==> config.mk <==
export PLATFORM = sky130hd
export DESIGN_NAME = haptic_pulse_pattern_sequencer_core
export DESIGN_NICKNAME = d
export VERILOG_FILES = /design/src/rtl/hpps_pkg.sv /design/src/rtl/haptic_pulse_pattern_sequencer_core.sv
export VERILOG_INCLUDE_DIRS = /design/src /design/src/rtl
export SDC_FILE = /design/constraint.sdc
export NUM_CORES = 1
export LEC_CHECK = 0
export ABC_CLOCK_PERIOD_IN_PS = 9600
export BUFFER_PORTS_ARGS = -buffer_cell sky130_fd_sc_hd__buf_2
export CORE_MARGIN = 2
export CORE_UTILIZATION = 66
export CTS_BUF_LIST = sky130_fd_sc_hd__clkbuf_16
export DETAILED_ROUTE_END_ITERATION = 6
export PLACE_DENSITY = 0.92
export SLEW_MARGIN = 10
export SYNTH_ARGS = -nofsm -noshare
export SYNTH_HDL_FRONTEND = slang
export SYNTH_SLANG_ARGS = --single-unit
==> constraint.sdc <==
create_clock -name clk_i -period 9.6 [get_ports clk_i]
set_input_delay 1.44 -clock clk_i [delete_from_list [all_inputs] [get_ports clk_i]]
set_output_delay 1.44 -clock clk_i [all_outputs]
set_load 0.05 [all_outputs]
==> src/rtl/haptic_pulse_pattern_sequencer_core_macros.svh <==
// Assertion macros for the haptic pulse pattern sequencer
`ifndef HAPTIC_PULSE_PATTERN_SEQUENCER_CORE_MACROS_SVH
`define HAPTIC_PULSE_PATTERN_SEQUENCER_CORE_MACROS_SVH

// same-cycle implication, held off during reset
`define HPPS_ASSERT_NOW(name, clk, rstn, ante, cons) \
  name: assert property (@(posedge clk) disable iff (!rstn) (ante) |-> (cons)) \
    else $error("hpps: same-cycle check failed");

// next-cycle implication, held off during reset
`define HPPS_ASSERT_NEXT(name, clk, rstn, ante, cons) \
  name: assert property (@(posedge clk) disable iff (!rstn) (ante) |=> (cons)) \
    else $error("hpps: next-cycle check failed");

`endif

==> src/rtl/hpps_pkg.sv <==
// Types, constants and helpers shared by the haptic pulse pattern sequencer
`default_nettype none

package hpps_pkg;

  localparam int unsigned MsWidth = 16;
  localparam int unsigned IdWidth = 31;
  localparam int unsigned CntWidth = 4;

  localparam logic [31:0] MsMax = (32'd1 << MsWidth) - 32'd1;
  localparam logic [15:0] MinMs = 16'd50;
  localparam logic [IdWidth-1:0] IdMax = {IdWidth{1'b1}};
  localparam logic [CntWidth-1:0] DivLast = {CntWidth{1'b1}};

  typedef enum logic [1:0] {
    OpVibrate = 2'd0,
    OpCancel  = 2'd1,
    OpTick    = 2'd2
  } op_e;

  localparam logic [2:0] EffFree    = 3'd0;
  localparam logic [2:0] EffTapUp   = 3'd1;
  localparam logic [2:0] EffTapDown = 3'd2;
  localparam logic [2:0] EffNotify  = 3'd3;
  localparam logic [2:0] EffAlert   = 3'd4;
  localparam logic [2:0] EffRing    = 3'd5;

  localparam logic [2:0] CfgTapMs       = 3'd0;
  localparam logic [2:0] CfgNotifyMs    = 3'd1;
  localparam logic [2:0] CfgAlertPulses = 3'd2;
  localparam logic [2:0] CfgAlertOnMs   = 3'd3;
  localparam logic [2:0] CfgAlertOffMs  = 3'd4;
  localparam logic [2:0] CfgRingPulses  = 3'd5;
  localparam logic [2:0] CfgRingOnMs    = 3'd6;
  localparam logic [2:0] CfgRingOffMs   = 3'd7;

  typedef enum logic [1:0] {
    PhIdle = 2'd0,
    PhShot = 2'd1,
    PhOn   = 2'd2,
    PhOff  = 2'd3
  } phase_e;

  typedef enum logic [1:0] {
    SqIdle = 2'd0,
    SqDiv  = 2'd1,
    SqExec = 2'd2
  } seq_e;

  typedef struct packed {
    logic [1:0]  op;
    logic [2:0]  effect_type;
    logic [15:0] duration_ms;
    logic [15:0] period_ms;
  } in_item_t;

  typedef struct packed {
    logic               motor_on;
    logic               status;
    logic [IdWidth-1:0] effect_id;
    logic               pattern_active;
  } out_item_t;

  // clamp a 16-bit time to the largest value the timers hold
  function automatic logic [MsWidth-1:0] sat_ms(input logic [15:0] v);
    logic [31:0] w;
    w = {16'd0, v};
    if (w > MsMax) begin
      w = MsMax;
    end
    return w[MsWidth-1:0];
  endfunction

endpackage

`default_nettype wire

==> src/rtl/haptic_pulse_pattern_sequencer_core.sv <==
`default_nettype none
// Haptic pulse pattern sequencer: motor enable from vibrate, cancel and tick items
//
// Usage: items arrive on in_valid_i/in_ready_o with in_item_i (vibrate request,
// cancel or 1 ms tick); each item yields exactly one result on out_valid_o /
// out_ready_i carrying motor level, status, latest effect id and pattern flag.
// Configuration registers are written through cfg_we_i/cfg_idx_i/cfg_wdata_i,
// one register per cycle, with no wait; write them only while the block is idle.
// A cancel, tick or non-free-form request passes from acceptance through the
// execute step into the output register; a free-form request with a non-zero
// period first passes through the bit-serial divider (one quotient bit per cycle)
// that works out duration over period. One item is in work at a time; the next
// is accepted once the previous result is in the output register.
// The result sits in an output register, so a new item may be accepted while
// the receiver stalls; that item then holds in its final step until the
// output register is taken.
// Reset: motor off, no pattern, effect id 0, registers at their defaults.

module haptic_pulse_pattern_sequencer_core (
  input  wire                        clk_i,
  input  wire                        rst_ni,
  input  wire                        in_valid_i,
  output logic                       in_ready_o,
  input  wire hpps_pkg::in_item_t    in_item_i,
  output logic                       out_valid_o,
  input  wire                        out_ready_i,
  output hpps_pkg::out_item_t        out_item_o,
  input  wire                        cfg_we_i,
  input  wire  [2:0]                 cfg_idx_i,
  input  wire  [15:0]                cfg_wdata_i
);
  import hpps_pkg::*;

  // configuration
  logic [15:0] tap_ms_q, notify_ms_q, alert_on_q, alert_off_q, ring_on_q, ring_off_q;
  logic [7:0]  alert_pulses_q, ring_pulses_q;

  // sequencer and item
  seq_e        seq_q, seq_d;
  in_item_t    item_q;
  logic        accept, need_div, div_load, div_run, commit;

  // divider
  logic [15:0]         div_rem_q, div_quo_q;
  logic [CntWidth-1:0] div_cnt_q;
  logic [16:0]         rem_sh;
  logic                div_ge;

  // behavioural state
  phase_e              phase_q, phase_d;
  logic [MsWidth-1:0]  remaining_q, remaining_d, rem_dec;
  logic [15:0]         pulses_left_q, pulses_left_d, pl_dec;
  logic [MsWidth-1:0]  pulse_on_q, pulse_on_d, pulse_off_q, pulse_off_d;
  logic [IdWidth-1:0]  effect_cnt_q, effect_cnt_d;
  logic                status_d;

  // request mapping
  logic [15:0] shot, pulses, on_ms, off_ms, shot_min;
  logic        bump;

  // output register
  logic        out_valid_q;
  out_item_t   out_item_q;

  // ---------------- configuration port ----------------
  always_ff @(posedge clk_i or negedge rst_ni) begin
    if (!rst_ni) begin
      tap_ms_q       <= 16'd50;
      notify_ms_q    <= 16'd300;
      alert_pulses_q <= 8'd3;
      alert_on_q     <= 16'd500;
      alert_off_q    <= 16'd500;
      ring_pulses_q  <= 8'd4;
      ring_on_q      <= 16'd800;
      ring_off_q     <= 16'd400;
    end else if (cfg_we_i) begin
      case (cfg_idx_i)
        CfgTapMs:       tap_ms_q       <= cfg_wdata_i;
        CfgNotifyMs:    notify_ms_q    <= cfg_wdata_i;
        CfgAlertPulses: alert_pulses_q <= cfg_wdata_i[7:0];
        CfgAlertOnMs:   alert_on_q     <= cfg_wdata_i;
        CfgAlertOffMs:  alert_off_q    <= cfg_wdata_i;
        CfgRingPulses:  ring_pulses_q  <= cfg_wdata_i[7:0];
        CfgRingOnMs:    ring_on_q      <= cfg_wdata_i;
        CfgRingOffMs:   ring_off_q     <= cfg_wdata_i;
        default: ;
      endcase
    end
  end

  // ---------------- sequencer ----------------
  assign accept   = in_valid_i && in_ready_o;
  assign need_div = (op_e'(in_item_i.op) == OpVibrate) && (in_item_i.effect_type == EffFree)
                    && (in_item_i.period_ms != 16'd0);

  always_comb begin
    seq_d = seq_q;
    case (seq_q)
      SqIdle: begin
        if (accept) begin
          seq_d = need_div ? SqDiv : SqExec;
        end
      end
      SqDiv: begin
        if (div_cnt_q == DivLast) begin
          seq_d = SqExec;
        end
      end
      SqExec: begin
        if (!out_valid_q || out_ready_i) begin
          seq_d = SqIdle;
        end
      end
      default: seq_d = SqIdle;
    endcase
  end

  always_comb begin
    in_ready_o = 1'b0;
    div_load   = 1'b0;
    div_run    = 1'b0;
    commit     = 1'b0;
    case (seq_q)
      SqIdle: begin
        in_ready_o = 1'b1;
        div_load   = accept;
      end
      SqDiv:  div_run = 1'b1;
      SqExec: commit  = !out_valid_q || out_ready_i;
      default: ;
    endcase
  end

  always_ff @(posedge clk_i or negedge rst_ni) begin
    if (!rst_ni) begin
      seq_q <= SqIdle;
    end else begin
      seq_q <= seq_d;
    end
  end

  always_ff @(posedge clk_i) begin
    if (accept) begin
      item_q <= in_item_i;
    end
  end

  // ---------------- restoring divider, one quotient bit a cycle ----------------
  assign rem_sh = {div_rem_q, div_quo_q[15]};
  assign div_ge = rem_sh >= {1'b0, item_q.period_ms};

  always_ff @(posedge clk_i or negedge rst_ni) begin
    if (!rst_ni) begin
      div_cnt_q <= '0;
    end else if (div_load) begin
      div_cnt_q <= '0;
    end else if (div_run) begin
      div_cnt_q <= div_cnt_q + 1'b1;
    end
  end

  always_ff @(posedge clk_i) begin
    if (div_load) begin
      div_rem_q <= '0;
      div_quo_q <= in_item_i.duration_ms;
    end else if (div_run) begin
      div_rem_q <= div_ge ? 16'(rem_sh - {1'b0, item_q.period_ms}) : rem_sh[15:0];
      div_quo_q <= {div_quo_q[14:0], div_ge};
    end
  end

  // ---------------- item execution ----------------
  always_comb begin
    shot   = '0;
    pulses = '0;
    on_ms  = '0;
    off_ms = '0;
    case (item_q.effect_type)
      EffFree: begin
        if (item_q.period_ms != 16'd0) begin
          pulses = div_quo_q;
          on_ms  = {1'b0, item_q.period_ms[15:1]};
          off_ms = {1'b0, item_q.period_ms[15:1]};
          if (div_quo_q == 16'd0) begin
            shot = item_q.duration_ms;
          end
        end else begin
          shot = item_q.duration_ms;
        end
      end
      EffTapUp, EffTapDown: shot = tap_ms_q;
      EffNotify:            shot = notify_ms_q;
      EffAlert: begin
        pulses = {8'd0, alert_pulses_q};
        on_ms  = alert_on_q;
        off_ms = alert_off_q;
      end
      EffRing: begin
        pulses = {8'd0, ring_pulses_q};
        on_ms  = ring_on_q;
        off_ms = ring_off_q;
      end
      default: ;
    endcase
  end

  assign shot_min = (shot < MinMs) ? MinMs : shot;
  assign rem_dec  = (remaining_q != '0) ? remaining_q - 1'b1 : remaining_q;
  assign pl_dec   = (pulses_left_q != 16'd0) ? pulses_left_q - 16'd1 : pulses_left_q;

  always_comb begin
    phase_d       = phase_q;
    remaining_d   = remaining_q;
    pulses_left_d = pulses_left_q;
    pulse_on_d    = pulse_on_q;
    pulse_off_d   = pulse_off_q;
    status_d      = 1'b0;
    bump          = 1'b0;
    case (op_e'(item_q.op))
      OpVibrate: begin
        if (shot == 16'd0 && pulses == 16'd0) begin
          status_d = 1'b1;
        end else if (shot != 16'd0) begin
          // one-shots are swallowed while a pattern runs
          if (pulses_left_q == 16'd0) begin
            phase_d       = PhShot;
            remaining_d   = sat_ms(shot_min);
            pulses_left_d = '0;
          end
          bump = 1'b1;
        end else if (pulses_left_q != 16'd0 || on_ms < MinMs || off_ms < MinMs) begin
          status_d = 1'b1;
        end else begin
          pulse_on_d    = sat_ms(on_ms);
          pulse_off_d   = sat_ms(off_ms);
          pulses_left_d = pulses;
          phase_d       = PhOn;
          remaining_d   = sat_ms(on_ms);
          bump          = 1'b1;
        end
      end
      OpCancel: begin
        phase_d       = PhIdle;
        remaining_d   = '0;
        pulses_left_d = '0;
      end
      OpTick: begin
        if (phase_q != PhIdle) begin
          remaining_d = rem_dec;
          if (rem_dec == '0) begin
            case (phase_q)
              PhShot: begin
                phase_d       = PhIdle;
                pulses_left_d = '0;
              end
              PhOn: begin
                if (pl_dec != 16'd0) begin
                  pulses_left_d = pl_dec;
                  phase_d       = PhOff;
                  remaining_d   = pulse_off_q;
                end else begin
                  phase_d       = PhIdle;
                  pulses_left_d = '0;
                end
              end
              PhOff: begin
                phase_d     = PhOn;
                remaining_d = pulse_on_q;
              end
              default: ;
            endcase
          end
        end
      end
      default: ;
    endcase
  end

  assign effect_cnt_d = !bump ? effect_cnt_q :
                        (effect_cnt_q == IdMax) ? IdWidth'(1) : effect_cnt_q + 1'b1;

  always_ff @(posedge clk_i or negedge rst_ni) begin
    if (!rst_ni) begin
      phase_q       <= PhIdle;
      remaining_q   <= '0;
      pulses_left_q <= '0;
      pulse_on_q    <= '0;
      pulse_off_q   <= '0;
      effect_cnt_q  <= '0;
    end else if (commit) begin
      phase_q       <= phase_d;
      remaining_q   <= remaining_d;
      pulses_left_q <= pulses_left_d;
      pulse_on_q    <= pulse_on_d;
      pulse_off_q   <= pulse_off_d;
      effect_cnt_q  <= effect_cnt_d;
    end
  end

  // ---------------- output register ----------------
  always_ff @(posedge clk_i or negedge rst_ni) begin
    if (!rst_ni) begin
      out_valid_q <= 1'b0;
    end else if (commit) begin
      out_valid_q <= 1'b1;
    end else if (out_ready_i) begin
      out_valid_q <= 1'b0;
    end
  end

  always_ff @(posedge clk_i) begin
    if (commit) begin
      out_item_q.motor_on       <= (phase_d == PhShot) || (phase_d == PhOn);
      out_item_q.status         <= status_d;
      out_item_q.effect_id      <= effect_cnt_d;
      out_item_q.pattern_active <= (phase_d == PhOn) || (phase_d == PhOff);
    end
  end

  assign out_valid_o = out_valid_q;
  assign out_item_o  = out_item_q;

  // ---------------- assertions ----------------
`include "haptic_pulse_pattern_sequencer_core_macros.svh"

  `HPPS_ASSERT_NOW(a_idle_no_time, clk_i, rst_ni, phase_q == PhIdle, remaining_q == '0)
  `HPPS_ASSERT_NOW(a_pulses_in_pattern, clk_i, rst_ni, pulses_left_q != 16'd0,
                   phase_q == PhOn || phase_q == PhOff)
  `HPPS_ASSERT_NEXT(a_commit_fills_out, clk_i, rst_ni, commit, out_valid_q)
  `HPPS_ASSERT_NEXT(a_id_never_zero, clk_i, rst_ni, effect_cnt_q != '0, effect_cnt_q != '0)

endmodule

`default_nettype wire

==> flow_summary.toml, run 1 <==
[clocking]
numCtsBuffers = 35
cts_root_buf = "clkbuf_16"
insertion_delay_ps = 530
cts_setup_buffers = 0
postCtsResizedCells = 0
cts_sinks = 319
clkTransAtPathRegs_ps = 60
cts_tree = "done"
htree_levels = 2
clk_path_buf_depth = 3
hold_buffers = 0

[setup_path]
critPathLaunchType = "flip-flop"
endpoint_kind = "flip-flop"
crit_end = "out_item_o[4]"
rr_worst_depth = 10
cp_max_fo = 39
ff2ff_setup_slack_ps = 4640
r2r_start = "item_q[34]"
crit_arrival_ps = 5280
critical_path_class = "reg2reg"
regToRegEndpoint = "out_item_o[4]"
crit_start = "item_q[34]"
required_ps = 9920

[final_layout]
area_growth_pct = 9.90
nets = 1768
finalInstanceArea_mm2 = 0.0187
antenna_cells = 0
utilization_pct = 74.2
fin_cells = 2037
fillers = 1611
regMostFlops = "item_q"
largest_reg_flops = 37
drive_gt1_share_pct = 21.7

[global_routing]
grt_max_degree = 94
grt_pass1_wl_um = 74800
antenna_found_initial = 0
grt_pass1_vias = 13600
grtUsageTotal_pct = 35.7
grt_overflow = 0

[routing]
drtIter0Drc = 1865
dr.pass1.iters = 7
totalWireLength_um = 47200
antenna_left = 0
drc = 9
routedWlPerCell_um = 23.2
vias = 14000
detail_route.vias_per_cell = 6.88

[timing]
fmax_mhz = 201
drv_slew = 0
rsz0062_at_grt = "false"
setup_viol = 0
max_slew.worst_pin.slew_ps = 1200
final-hold-violation-count = 0
setup_tns_ps = 0
finClkSkew_ps = 21.5
setup_ws_ps = 4640
min_period_over_period_pct = 51.7
slew_headroom_pct = 20.0
fin_crit_ps = 4960
holdWs_ps = 452

[yosys]
avgSynthCellArea_um2 = 10.5
synth.top_cell.area_share_pct = 27.6
synthDistinctLibCells = 91
ys_top_cells_by_area = "dfrtp_1 28%, edfxtp_1 15%, mux2_2 10%, dfstp_2 4.3%, nand2_1 3.4%"
syn_nets = 1706
async_flop_share_pct = 67.7
yosysTopAreaCell = "dfrtp_1"
syn_inst = 1619
synth_warnings = 0
yosysSeqAreaShare_pct = 49.1
synth_edf_count = 87
synth_top_flop_cell = "dfrtp_1"
synth_seq_cells = 319
syn_area_mm2 = 0.0170

[place]
place_congestion = 1.01
dp_slack_ps = 4910
hpwl_um = 32600
dpl.cell_count = 1974
dpl_cell_area_mm2 = 0.0177
portBuffers = 96

[floorplanning]
boundaryPins = 97
dieWidth_um = 165
core-area_mm2 = 0.0253
die_y_um = 165
start_util_pct = 67.5
die_area_mm2 = 0.0271
rows = 58

[power_and_ir_drop]
ir_drop_uv = 178
p_total_mw = 4.77
p_leak_nw = 7.83
p_per_area_mw_per_mm2 = 254

[status]
status = "finished, violations left"
violations = "design-rule violations"

[hold_path]
hold_class = "reg2reg"

[job]
drv_cap = 0
-- per-layer routing --
layer | up-vias | part of all wire (%) | track usage (%)
li1 | 6174 | - | -
met1 | 6750 | 38 | 48.4
met2 | 914 | 46 | 56.0
met3 | 177 | 10 | 6.00
met4 | 0 | 5.7 | 18.1
met5 | - | 0 | 0
-- synthesized netlist by cell type (all sizes together) (17+ instances only) --
cell    instances
dfrtp         188
mux2          160
nand2         156
o21ai         128
nor2          115
edfxtp         87
a21oi          64
inv            52
clkbuf         45
nor4           42
nor3           41
buf            38
mux2i          38
o31ai          29
a22oi          28
dfstp          28
xor2           28
ha             25
nand4          23
nand3          21
a211oi         17
or3            17
xnor2          17
-- critical path, cell delays in order, from the launching register on --
cell and delay (ps):
edfxtp_1 360, buf_4 280, nor2_2 860, a22oi_1 220
nor2_1 400, a31oi_1 160, a22oi_1 530, nand3_1 300
a21o_1 630, or2_1 620, o31ai_1 360
-- placed cells by master, fill, tap and decap left out, types with 23 or more instances in the layout --
master	count
o21ai_1	37
clkbuf_16	36
a21oi_1	63
nor3_1	38
nor4_1	38
xor2_1	28
o21ai_0	91
nand4_1	23
dfrtp_1	188
a22oi_1	28
buf_2	95
mux2i_1	38
nor2_1	112
edfxtp_1	87
nand2_1	156
o31ai_1	29
ha_1	25
inv_1	58
dfstp_2	28
mux2_2	155
-- layout make-up --
class / count / area [um^2] / area share, %
Multi-Input combinational cell: 1165 / 8090 / 43.2
Clock buffer: 36 / 901 / 4.81
Tap cell: 330 / 413 / 2.20
Clock inverter: 27 / 180 / 0.962
Sequential cell: 319 / 8370 / 44.7
Timing Repair Buffer: 108 / 579 / 3.09
Inverter: 52 / 195 / 1.04
-- cell families after synthesis --
family                     after synthesis  synth area share, %
adders and majority gates               27                 2.01
xor gates and xnor gates                45                 2.31
AOI/OAI and AO/OA                      390                 15.3
DFF                                    319                 49.1
and+or+nand+nor                        505                 14.9
buffers and inverters                  135                 3.49
muxes                                  198                 12.8
-- power by group --
group          switching, mW  internal (mW)  leakage, nW
registers              0.253           1.67         3.67
logic                  0.979          0.581         3.60
clock network          0.549          0.736        0.561
-- worst min path at each step --
stage	start	endpoint	slack, ps	depth (start not counted)
3_5_place_dp	div_rem_q[15]	div_rem_q[15]	440	1
3_3_place_gp	div_rem_q[15]	div_rem_q[15]	440	1
2_1_floorplan	div_rem_q[15]	div_rem_q[15]	420	1
6_report	div_rem_q[15]	div_rem_q[15]	450	1
5_1_grt	div_rem_q[15]	div_rem_q[15]	480	1
4_1_cts	div_rem_q[15]	div_rem_q[15]	460	1
Note: power is estimated with default switching activity, not from simulation.
==> run 2: changes to the inputs <==
- ABC_CLOCK_PERIOD_IN_PS: 9600 -> 4100
- CORE_UTILIZATION: 66 -> 56
- PLACE_DENSITY: 0.92 -> 0.84
- clock period: 9.6 -> 4.1 ns (I/O delays scaled with it)
==> run 2 against run 1 <==
  * The flow still finishes with violations (design-rule violations)
  * Final cell count is 4.2% higher
  * Non-clock buffer count is 25 higher
  * Combinational power is 140% higher
  * Fmax is 29% higher
  * Global-route usage is 5.8 points lower
  * Worst hold slack worse by 280 ps
  * Count of clock-buffer cells in the layout stayed put
  * Clock skew is 3.6 ps higher
==> flow_summary.toml, run 2 (synthesis results as in run 1) <==
[routing]
antenna_left = 0
dr.pass1.iters = 7
drtIter0Drc = 1724
detail_route.vias_per_cell = 6.53
routedWlPerCell_um = 22.2
totalWireLength_um = 47100
vias = 13900
drc = 24

[global_routing]
antenna_found_initial = 0
grt_use_met3_pct = 6.48
grt_pass1_vias = 13500
grt_pass1_wl_um = 73700
grtUsageMet1_pct = 38.2
grt_overflow = 0
grtUsageTotal_pct = 29.9
grt_max_degree = 100
top_usage_layer = "met2"
grt_use_met2_pct = 47.8

[floorplanning]
boundaryPins = 97
die_y_um = 178
core-area_mm2 = 0.0298
dieWidth_um = 178
die_area_mm2 = 0.0318
rows = 63
start_util_pct = 57.2

[clocking]
postCtsResizedCells = 0
htree_levels = 2
cts_root_buf = "clkbuf_16"
insertion_delay_ps = 540
cts_setup_buffers = 0
clk_path_buf_depth = 3
clkTransAtPathRegs_ps = 60
cts_sinks = 319
cts_tree = "done"
hold_buffers = 0
numCtsBuffers = 35

[timing]
setup_viol = 0
fmax_mhz = 261
max_slew.worst_pin.slew_ps = 1140
fin_crit_ps = 3840
setup_tns_ps = 0
final-hold-violation-count = 0
slew_headroom_pct = 24.1
min_period_over_period_pct = 93.6
finClkSkew_ps = 25.1
drv_slew = 0
rsz0062_at_grt = "false"

[final_layout]
area_growth_pct = 11.9
mostFrequentLayoutCell = "dfrtp_1"
antenna_cells = 0
mostFrequentLayoutCells = "188 x dfrtp_1, 156 x nand2_1, 155 x mux2_2, 112 x nor2_1, 95 x buf_2"
largest_reg_flops = 37
fin_cells = 2123
regMostFlops = "item_q"
finalInstanceArea_mm2 = 0.0191
drive_gt1_share_pct = 23.2
nets = 1793

[hold_path]
hold_class = "in2async"

[status]
status = "finished, violations left"
violations = "design-rule violations"

[place]
dpl.cell_count = 2059
hpwl_um = 33600
dpl_cell_area_mm2 = 0.0179
portBuffers = 96
place_congestion = 1.00

[setup_path]
ff2ff_setup_slack_ps = 260
cpMaxStageDelayCell = "or4_4"
crit_buf_inv = 3
critPathLaunchType = "flip-flop"
path_cells = "inv_1 > ha_1 > nor3b_1 > buf_4 > nand2_1 > o21ai_0 > nand3_1 > or4_4 > or2_1 > and3_1 > a21oi_1 > or3_1 > ha_1 > inv_1 > o41ai_1"
required_ps = 4430
crit_arrival_ps = 4170
critical_path_class = "reg2reg"
cpPeakStageDelay_ps = 600
cp_max_fo = 10
critPathTopFamily = "simple AND/OR/NAND/NOR gates"
endpoint_kind = "flip-flop"

[power_and_ir_drop]
p_per_area_mw_per_mm2 = 594
ir_drop_uv = 396
p_leak_nw = 7.97

[job]
drv_cap = 0
==> run 2: cell count changes in the layout (fill, tap and decap cells not counted), moves of 2 or more <==
cell        change
buf_4          +23
clkinv_1        -5
clkinvlp_4      +3
buf_12          +2
inv_4           +2
inv_6           -2
==> run 2: cell type report <==
cell class              count  area (um^2)
fillers                  2301        10700
clock inverters            28          235
repair buffers            133          792
well taps                 390          488
multi-input cells        1165         8090
clock buffers              36          901
inverters                  52          195
flip-flops and latches    319         8370
==> run 2: per-stage QoR <==
stage          hold slack (ps)  total power, mW  util [%]  setup WS (ps)
2_1_floorplan              319             7.04         -            608
3_3_place_gp               436             8.09      60.2            375
3_5_place_dp               468             8.15      60.2            365
4_1_cts                    207             11.3      64.0            325
5_1_grt                    238             11.8      64.0           8.58
6_report                   174             11.3      64.0            263
==> run 2: path summary, 6_finish.rpt <==
kind                                       start  depth (start not counted)         endpoint
worst min register to register     div_rem_q[15]                          1    div_rem_q[15]
max in group asynchronous                 rst_ni                          2      tap_ms_q[4]
worst max register to register  pulses_left_q[0]                         15    out_item_o[0]
worst min-delay path                      rst_ni                          1  alert_off_q[13]
min in group clk_i                 in_item_i[15]                          1       item_q[15]
worst max-delay path            pulses_left_q[0]                         15    out_item_o[0]
==> run 2: per-layer routing <==
metal | routed length [um] | share of wire (%) | vias up
li1 | - | - | 6208
met1 | 18600 | 40 | 6803
met2 | 21900 | 47 | 696
met3 | 3960 | 8.4 | 157
met4 | 2580 | 5.5 | 0
met5 | 0 | 0 | -
==> run 2: worst register-to-register path: stages, from the launching register on <==
cell,delay (ps)
dfrtp_1,450
inv_1,110
ha_1,190
nor3b_1,200
buf_4,160
nand2_1,220
o21ai_0,490
nand3_1,160
or4_4,600
or2_1,260
and3_1,160
a21oi_1,250
or3_1,160
ha_1,150
inv_1,50
o41ai_1,50
==> run 2: where the power goes <==
group          total, mW  internal, mW  leakage, nW  switching [mW]
registers           4.46          3.91         3.67           0.557
logic               3.77          1.43         3.73            2.34
clock network       3.09          1.75        0.574            1.34
total               11.3          7.09         7.97            4.24
==> run 3: changes to the inputs <==
- CORE_UTILIZATION: 56 -> 30
- PLACE_DENSITY: 0.84 -> 0.54
==> run 3 against run 2 <==
  * The run still ends with design-rule violations left
  * Die area up 84%
  * Cell area rose by 3.5%
  * Power rose by 1.7%
  * Sequential share of layout area shrank 1.5 points
  * Worst hold slack lost 45 ps
  * First-iteration DRC count shrank 45%
  * Count of clock-buffer cells in the layout rose by 4
  * Utilization down 29 points
  * Final cell count is 18% higher
==> flow_summary.toml, run 3 (synthesis results as in run 1) <==
[floorplanning]
core-area_mm2 = 0.0563
boundaryPins = 97
start_util_pct = 30.3
die_area_mm2 = 0.0587
dieWidth_um = 242
rows = 87
die_y_um = 242

[timing]
finClkSkew_ps = 36.8
setup_viol = 0
drv_slew = 0
min_period_over_period_pct = 91.9
max_slew.worst_pin.slew_ps = 1250
fmax_mhz = 265
holdWs_ps = 129
final-hold-violation-count = 0
slew_headroom_pct = 16.5
setup_ws_ps = 333
rsz0062_at_grt = "false"
fin_crit_ps = 3770
setup_tns_ps = 0

[place]
place_congestion = 0.836
hpwl_um = 35600
dp_slack_ps = 382
dpl.cell_count = 2431
dpl_cell_area_mm2 = 0.0185
portBuffers = 96

[setup_path]
ff2ff_setup_slack_ps = 330
critical_path_class = "reg2reg"
cp_max_fo = 19
required_ps = 4460
endpoint_kind = "flip-flop"
critPathLaunchType = "flip-flop"
crit_arrival_ps = 4130

[routing]
routedWlPerCell_um = 19.5
antenna_left = 0
totalWireLength_um = 48800
vias = 13200
drtIter0Drc = 943
detail_route.vias_per_cell = 5.25
dr.pass1.iters = 7
drc = 9

[clocking]
insertion_delay_ps = 570
clk_path_buf_depth = 3
htree_levels = 2
cts_setup_buffers = 0
numCtsBuffers = 39
cts_sinks = 319
clkTransAtPathRegs_ps = 60
cts_root_buf = "clkbuf_16"
postCtsResizedCells = 0
cts_tree = "done"
hold_buffers = 0

[global_routing]
grt_pass1_vias = 12900
grt_overflow = 0
antenna_found_initial = 0
grtUsageTotal_pct = 16.3
grt_pass1_wl_um = 76200
grt_max_degree = 120

[power_and_ir_drop]
ir_drop_uv = 372
p_total_mw = 11.5
pwr-share-seq_pct = 38.5
clkPwrFrac_pct = 29.4
switchingPower_mw = 4.20
p_sw_share_pct = 36.5
p_per_area_mw_per_mm2 = 583
p_int_mw = 7.31
power_frac_comb_pct = 32.1
p_leak_nw = 8.10

[final_layout]
antenna_cells = 0
mostFrequentLayoutCells = "188 x dfrtp_1, 156 x nand2_1, 155 x mux2_2, 112 x nor2_1, 95 x buf_2"
area_growth_pct = 15.9
utilization_pct = 35.1
finalInstanceArea_mm2 = 0.0197
drive_gt1_share_pct = 23.4
fin_cells = 2503
nets = 1803
largest_reg_flops = 37
mostFrequentLayoutCell = "dfrtp_1"
regMostFlops = "item_q"

[job]
drv_cap = 0

[status]
status = "finished, violations left"
violations = "design-rule violations"

[hold_path]
hold_class = "in2async"
## run 3: changes by cell type in the layout (fill, tap and decap cells not counted), sizes merged
cell / delta
clkinvlp: -1
clkbuf: +3
bufinv: +1
buf: +7
clkinv: -1
inv: +5
## run 3: cell type report
type / count / area [um^2]
Clock buffer: 40 / 1000
Clock inverter: 32 / 259
Fill cell: 5644 / 36500
Inverter: 52 / 195
Multi-Input combinational cell: 1165 / 8100
Sequential cell: 319 / 8370
Tap cell: 756 / 946
Timing Repair Buffer: 139 / 876
## run 3: final timing paths
kind / from / to / cells after the start
max in group asynchronous: rst_ni / notify_ms_q[2] / 2
max reg2reg: item_q[10] / out_item_o[8] / 9
min reg2reg: div_rem_q[15] / div_rem_q[15] / 1
max: item_q[10] / out_item_o[8] / 9
min in group clk_i: in_item_i[7] / item_q[7] / 1
min: rst_ni / pulse_off_q[8] / 1
## run 3: per-layer routing
layer  wire (um)  share of wire [%]  GRT usage (%)  vias up
li1            -                  -              -     6227
met1       22300                 46           22.6     6455
met2       22400                 46           25.9      384
met3        2550                5.2           2.68       86
met4        1510                3.1           5.45        0
met5           0                  0              0        -
## run 3: critical path, cell delays in order (launching register included)
cell and delay [ps]:
edfxtp_1 490, nor4_1 510, nand4_1 320, a2111oi_4 410, buf_4 290, a222oi_1 170
and4_1 320, a21o_1 210, or2_1 470, o31ai_1 350
## run 3: power by group through the flow
stage / clock [mW] / combinational (mW) / sequential [mW]
final: 3.38 / 3.69 / 4.44
after global routing: 3.61 / 4.03 / 4.52
after CTS: 3.47 / 3.68 / 4.43
after detailed placement: 0 / 3.66 / 4.48
after global placement: 0 / 3.67 / 4.47
after floorplan: 0 / 2.59 / 4.45
